File: src/hdl/som_best_matching_unit_top_assert.svh
// assertion macros used by the best matching unit engine
`ifndef SOM_BEST_MATCHING_UNIT_TOP_ASSERT_SVH
`define SOM_BEST_MATCHING_UNIT_TOP_ASSERT_SVH

// condition holds in the same cycle as the trigger
`define SBMU_ASSERT_IMPLY(lbl, clk, rst, ante, cons, msg) \
   lbl: assert property (@(posedge clk) disable iff (rst) (ante) |-> (cons)) \
      else $error(msg);

// condition holds in the cycle after the trigger
`define SBMU_ASSERT_NEXT(lbl, clk, rst, ante, cons, msg) \
   lbl: assert property (@(posedge clk) disable iff (rst) (ante) |=> (cons)) \
      else $error(msg);

`endif

File: src/hdl/sbmu_pkg.sv
// shared types and constants of the best matching unit search
`timescale 1ns / 1ps

package sbmu_pkg;

   // element and distance widths
   localparam int ELEM_BITS   = 16;
   localparam int DIFF_W      = ELEM_BITS + 1;
   localparam int SQ_W        = 2 * ELEM_BITS;
   localparam int DIM_CNT_W   = 5;
   localparam int CELL_CNT_W  = 7;
   localparam int DIST_W      = SQ_W + DIM_CNT_W;
   localparam int CELL_IDX_W  = 6;
   localparam int DIM_IDX_W   = 4;
   localparam int LABEL_W     = 6;

   // command queue between front and back
   localparam int QUEUE_DEPTH = 4;
   localparam int QPTR_W      = $clog2(QUEUE_DEPTH);
   localparam int QCNT_W      = $clog2(QUEUE_DEPTH + 1);

   // request kinds
   localparam logic REQ_LOAD  = 1'b0;
   localparam logic REQ_QUERY = 1'b1;

   // register indexes (paddr bit 2)
   localparam logic REG_CELLS = 1'b0;
   localparam logic REG_DIMS  = 1'b1;

   typedef logic [CELL_CNT_W-1:0]       cell_cnt_type;
   typedef logic [DIM_CNT_W-1:0]        dim_cnt_type;
   typedef logic [DIST_W-1:0]           dist_type;
   typedef logic signed [ELEM_BITS-1:0] elem_type;

   // classified work item
   typedef struct packed {
      logic                  wr_proto;
      logic                  wr_query;
      logic                  search;
      logic [CELL_IDX_W-1:0] cell_index;
      logic [DIM_IDX_W-1:0]  dim_index;
      elem_type              elem_value;
   } cmd_type;

   // tag that travels with each multiply-add
   typedef struct packed {
      logic         valid;
      logic         first;
      logic         last_dim;
      logic         last_all;
      cell_cnt_type cell_idx;
   } tag_type;

   typedef enum logic [2:0] {
      ST_IDLE  = 3'b001,
      ST_RUN   = 3'b010,
      ST_DRAIN = 3'b100
   } state_type;

endpackage

File: src/hdl/sbmu_fifo.sv
// short command queue between front end and search engine
`timescale 1ns / 1ps

module sbmu_fifo (
   input  logic              clock,
   input  logic              reset,
   input  logic              push,
   input  sbmu_pkg::cmd_type push_cmd,
   input  logic              pop,
   output logic              full,
   output logic              not_empty,
   output sbmu_pkg::cmd_type head_cmd
);

   sbmu_pkg::cmd_type                entry_ff [sbmu_pkg::QUEUE_DEPTH];
   logic [sbmu_pkg::QPTR_W-1:0]      wr_ptr_ff, wr_ptr_in;
   logic [sbmu_pkg::QPTR_W-1:0]      rd_ptr_ff, rd_ptr_in;
   logic [sbmu_pkg::QCNT_W-1:0]      count_ff, count_in;

   assign full      = (count_ff == sbmu_pkg::QCNT_W'(sbmu_pkg::QUEUE_DEPTH));
   assign not_empty = (count_ff != '0);
   assign head_cmd  = entry_ff[rd_ptr_ff];

   // pointer and count update
   always_comb begin
      wr_ptr_in = push ? wr_ptr_ff + 1'b1 : wr_ptr_ff;
      rd_ptr_in = pop ? rd_ptr_ff + 1'b1 : rd_ptr_ff;
      count_in  = count_ff;
      if (push && !pop) begin
         count_in = count_ff + 1'b1;
      end else if (pop && !push) begin
         count_in = count_ff - 1'b1;
      end
   end

   always_ff @(posedge clock) begin
      if (reset) begin
         wr_ptr_ff <= '0;
         rd_ptr_ff <= '0;
         count_ff  <= '0;
      end else begin
         wr_ptr_ff <= wr_ptr_in;
         rd_ptr_ff <= rd_ptr_in;
         count_ff  <= count_in;
      end
   end

   // entry storage
   always_ff @(posedge clock) begin
      if (push) begin
         entry_ff[wr_ptr_ff] <= push_cmd;
      end
   end

endmodule

File: config.mk
export PLATFORM = sky130hd
export DESIGN_NAME = sbmu_fifo
export DESIGN_NICKNAME = d
export VERILOG_FILES = /design/src/hdl/som_best_matching_unit_top_assert.svh /design/src/hdl/sbmu_pkg.sv /design/src/hdl/sbmu_fifo.sv
export SDC_FILE = /design/constraint.sdc
export NUM_CORES = 1
export LEC_CHECK = 0
export ABC_AREA = 1
export BUFFER_PORTS_ARGS = -buffer_cell sky130_fd_sc_hd__clkbuf_2
export CAP_MARGIN = 0
export CORE_AREA = 2 2 104 106
export DETAILED_ROUTE_END_ITERATION = 12
export DIE_AREA = 0 0 106 108
export PLACE_DENSITY_LB_ADDON = 0.1
export SLEW_MARGIN = 25
export SYNTH_ARGS = -nofsm -noshare
export SYNTH_HDL_FRONTEND = slang
export SYNTH_SLANG_ARGS = --single-unit
File: constraint.sdc
create_clock -name clock -period 3.6 [get_ports clock]
set_input_delay 0.54 -clock clock [delete_from_list [all_inputs] [get_ports clock]]
set_output_delay 0.54 -clock clock [all_outputs]
set_load 0.02 [all_outputs]
==> metrics.md <==
| Metric | Value |
|---|---|
| Worst Setup End Kind | primary output |
| Area grow syn2layout | 18.5% |
| Ant diodes | 0 |
| Setup Crit Path Kind | flop to primary output |
| Status | finished, final reports clean |
| LEAKAGE | approximately 2.2 nW |
| Sequential share of the synthesized area | 0.724 |
| Largest cells by area after synthesis | edfxtp_1 (69%), o21ai_0 (5.6%), o22ai_2 (4.9%), nor2_4 (4.5%), dfxtp_1 (3.6%) |
| Clock Sinks | about 130 |
| Drt initial violations | between 100 and 150 |
| Initial Utilization | 0.494 |
| Final core utilization | 0.586 |
| Final setup violation count | 0 |
| EDFF count, synth | 116 |
| Post-Place Cells | 529 |
| Final setup margin | between 0.9 and 1 ns |
| Drt wl/cell | 16.5 µm |
| Gr ovfl total | 0 |
| Die height | 108 µm |
| Post-Synthesis Cells | 340 |
| CTS Buffer Depth | 2 |
| Clock insertion delay at the later pin of the skew report | 0.51 ns |
| Req. time, crit path | 3.06 ns |
| WP data arrival | 2.10 ns |
| RSZ-0062 raised after global routing | no |
| Seq pwr share | 0.480 |
| Synth warnings | 0 |
| Fin nets | between 400 and 500 |
| Share of synthesized flip-flops with an asynchronous set or reset | 0 |
| Hold Worst Slack | 0.208 ns |
| Mapped Area | 0.00506 mm² |
| Tightest Hold Check Type | primary input to flop |
| Die Area | 0.0114 mm² |
| Max Slew Vio Count | 0 |
| Largest area contributor in the netlist | edfxtp_1 |
| Fin crit share | 0.734 |
| Max_cap viols | 0 |
| Switching power | between 0.8 and 0.9 mW |
| Die Width | 106 µm |
| Top-count cell post-synth | edfxtp_1 |
| Routed Antenna Nets | 0 |
| Share of cells above drive strength 1 | 0.351 |
| Hold Vio Cnt, Final | 0 |
| Power Dens Cells | 584 mW/mm² |
| CTS tree | yes |
| DPL Wire Length | 5030 µm |
| Switching share of power | 0.236 |
| Max Clock Skew | 0.00546 ns |
| Comb power frac | 0.106 |
| GPL Wtd Cong | a little over 0.7 |
| Synthesized area per cell | 14.9 µm² |
| GR Util All Layers | 0.174 |
| Worst Hold Launch | reset |
| Worst slew margin | 0.615 |
| P_int | between 2 and 3 mW |
| Synth Register Bits | 125 |
| Clk slew on worst S/H paths | 0.05 ns |
| Area share of the largest cell type after synthesis | 0.689 |
| FF-to-FF setup slack | 2.14 ns |
| Synth cell count leaders | edfxtp_1 (116), o21ai_0 (57), nor2_1 (36) |
| Reg-to-Reg Start | wr_ptr_ff[0]$_SDFFE_PP0P_ |
| DRT Pass-1 Iters | 4 |
| Worst setup SP type | flop |
| Max VDD drop | about 0.36 mV |
| Vias | 2885 |
| Cell Rows | 37 |
| Prevailing post-synth register cell | edfxtp_1 |
| Drt drc | 0 |
| Largest net degree at the start of global routing | 59 |
| Via density per instance | 5.14 |
| Vias in the first global route | 2859 |
| Tightest Pin Transition | between 0.5 and 0.6 ns |
| Clock power share | 0.414 |
| First-pass GRT wire length | 14800 µm |
| Clock Root Buffer | clkbuf_8 |
| Post-synthesis cell type count | 24 |
| Cts bufs inserted | 17 |
| Core area | 0.0102 mm² |
| Syn_nets | 379 |
| Post_cts resized | 0 |
| Critical path peak fanout | 26 |
| Setup bufs post-CTS | 0 |
| Hold_buf cts | 0 |
| I/O Buffers | 63 |
| Wirelength, routed | 9230 µm |
| Dpl ws | 1.47 ns |
| Fmax achieved | 379 MHz |
| Setup TNS | 0 ns |
| Finished Layout Cells | 561 |
| # H-tree levels | 4 |
| Initial antenna violation count | 0 |
| Minimum clock period | 2.64 ns |
| I/O pin count | 64 |
## flip-flops by register name, indices dropped and copies added (netlist names), named ones only
signal / cells
rd_ptr_ff: 2
entry_ff: 116
count_ff: 3
wr_ptr_ff: 2
## layer usage
layer	routed length [µm]	global-route usage
met1	4160	0.223
met5	0	0
met3	365	0.0452
met4	165	0.0865
met2	4540	0.279
## final cells by class
type | instances | area, µm²
Tap cell | 136 | 170
Clock buffer | 21 | 429
Fill cell | 826 | 4240
Timing Repair Buffer | 71 | 388
Multi-Input combinational cell | 180 | 1200
Clock inverter | 11 | 76.3
Sequential cell | 125 | 3660
Inverter | 17 | 65.1
## critical path: stages (launching register included)
cell      delay, ns
dfxtp_2        0.33
clkinv_2       0.38
buf_12         0.35
o21ai_0        0.26
o22ai_2        0.09
clkbuf_2       0.16
## logic make-up after synthesis
logic type	share of synthesized area
buf+inv	0.0388
compound gates	0.126
simple gates	0.0930
flops	0.724
fa+ha+maj	0.0163
xor+xnor	0.00173
## power groups by stage
stage	Combinational (mW)	Clock [mW]	Sequential (mW)
global placement	0.373	0	1.71
global route	0.413	1.54	1.68
CTS	0.381	1.48	1.68
floorplan	0.257	0	1.71
finish	0.373	1.45	1.68
detailed placement	0.379	0	1.71
## through the flow
step           area [µm²]  total power, mW
2_1_floorplan        5060             1.96
3_3_place_gp         5490             2.08
3_5_place_dp         5490             2.09
4_1_cts              5990             3.54
5_1_grt              5990             3.64
6_report             5990             3.50
## final timing paths
kind,to,cells after the start
min,count_ff[0]$_SDFFE_PP0P_,2
max,head_cmd[20],5
max reg2reg,entry_ff[0][9]$_DFFE_PP_,5
min reg2reg,rd_ptr_ff[1]$_SDFFE_PP0P_,1
## cells in the final DEF, fill, tap and decap left out, types with 3 or more instances in the layout
master / count
clkbuf_1: 4
o21ai_1: 6
clkbuf_2: 63
clkinv_2: 5
edfxtp_1: 116
o22ai_2: 20
o21ai_0: 57
nor2_2: 9
buf_4: 7
o22ai_1: 9
dfxtp_1: 8
clkbuf_16: 16
inv_1: 12
nor2_1: 36
nor2_4: 20
inv_2: 4
clkinv_1: 5
ha_1: 5
nand2_1: 10
a21oi_1: 3
(Power assumes the default switching activity.)
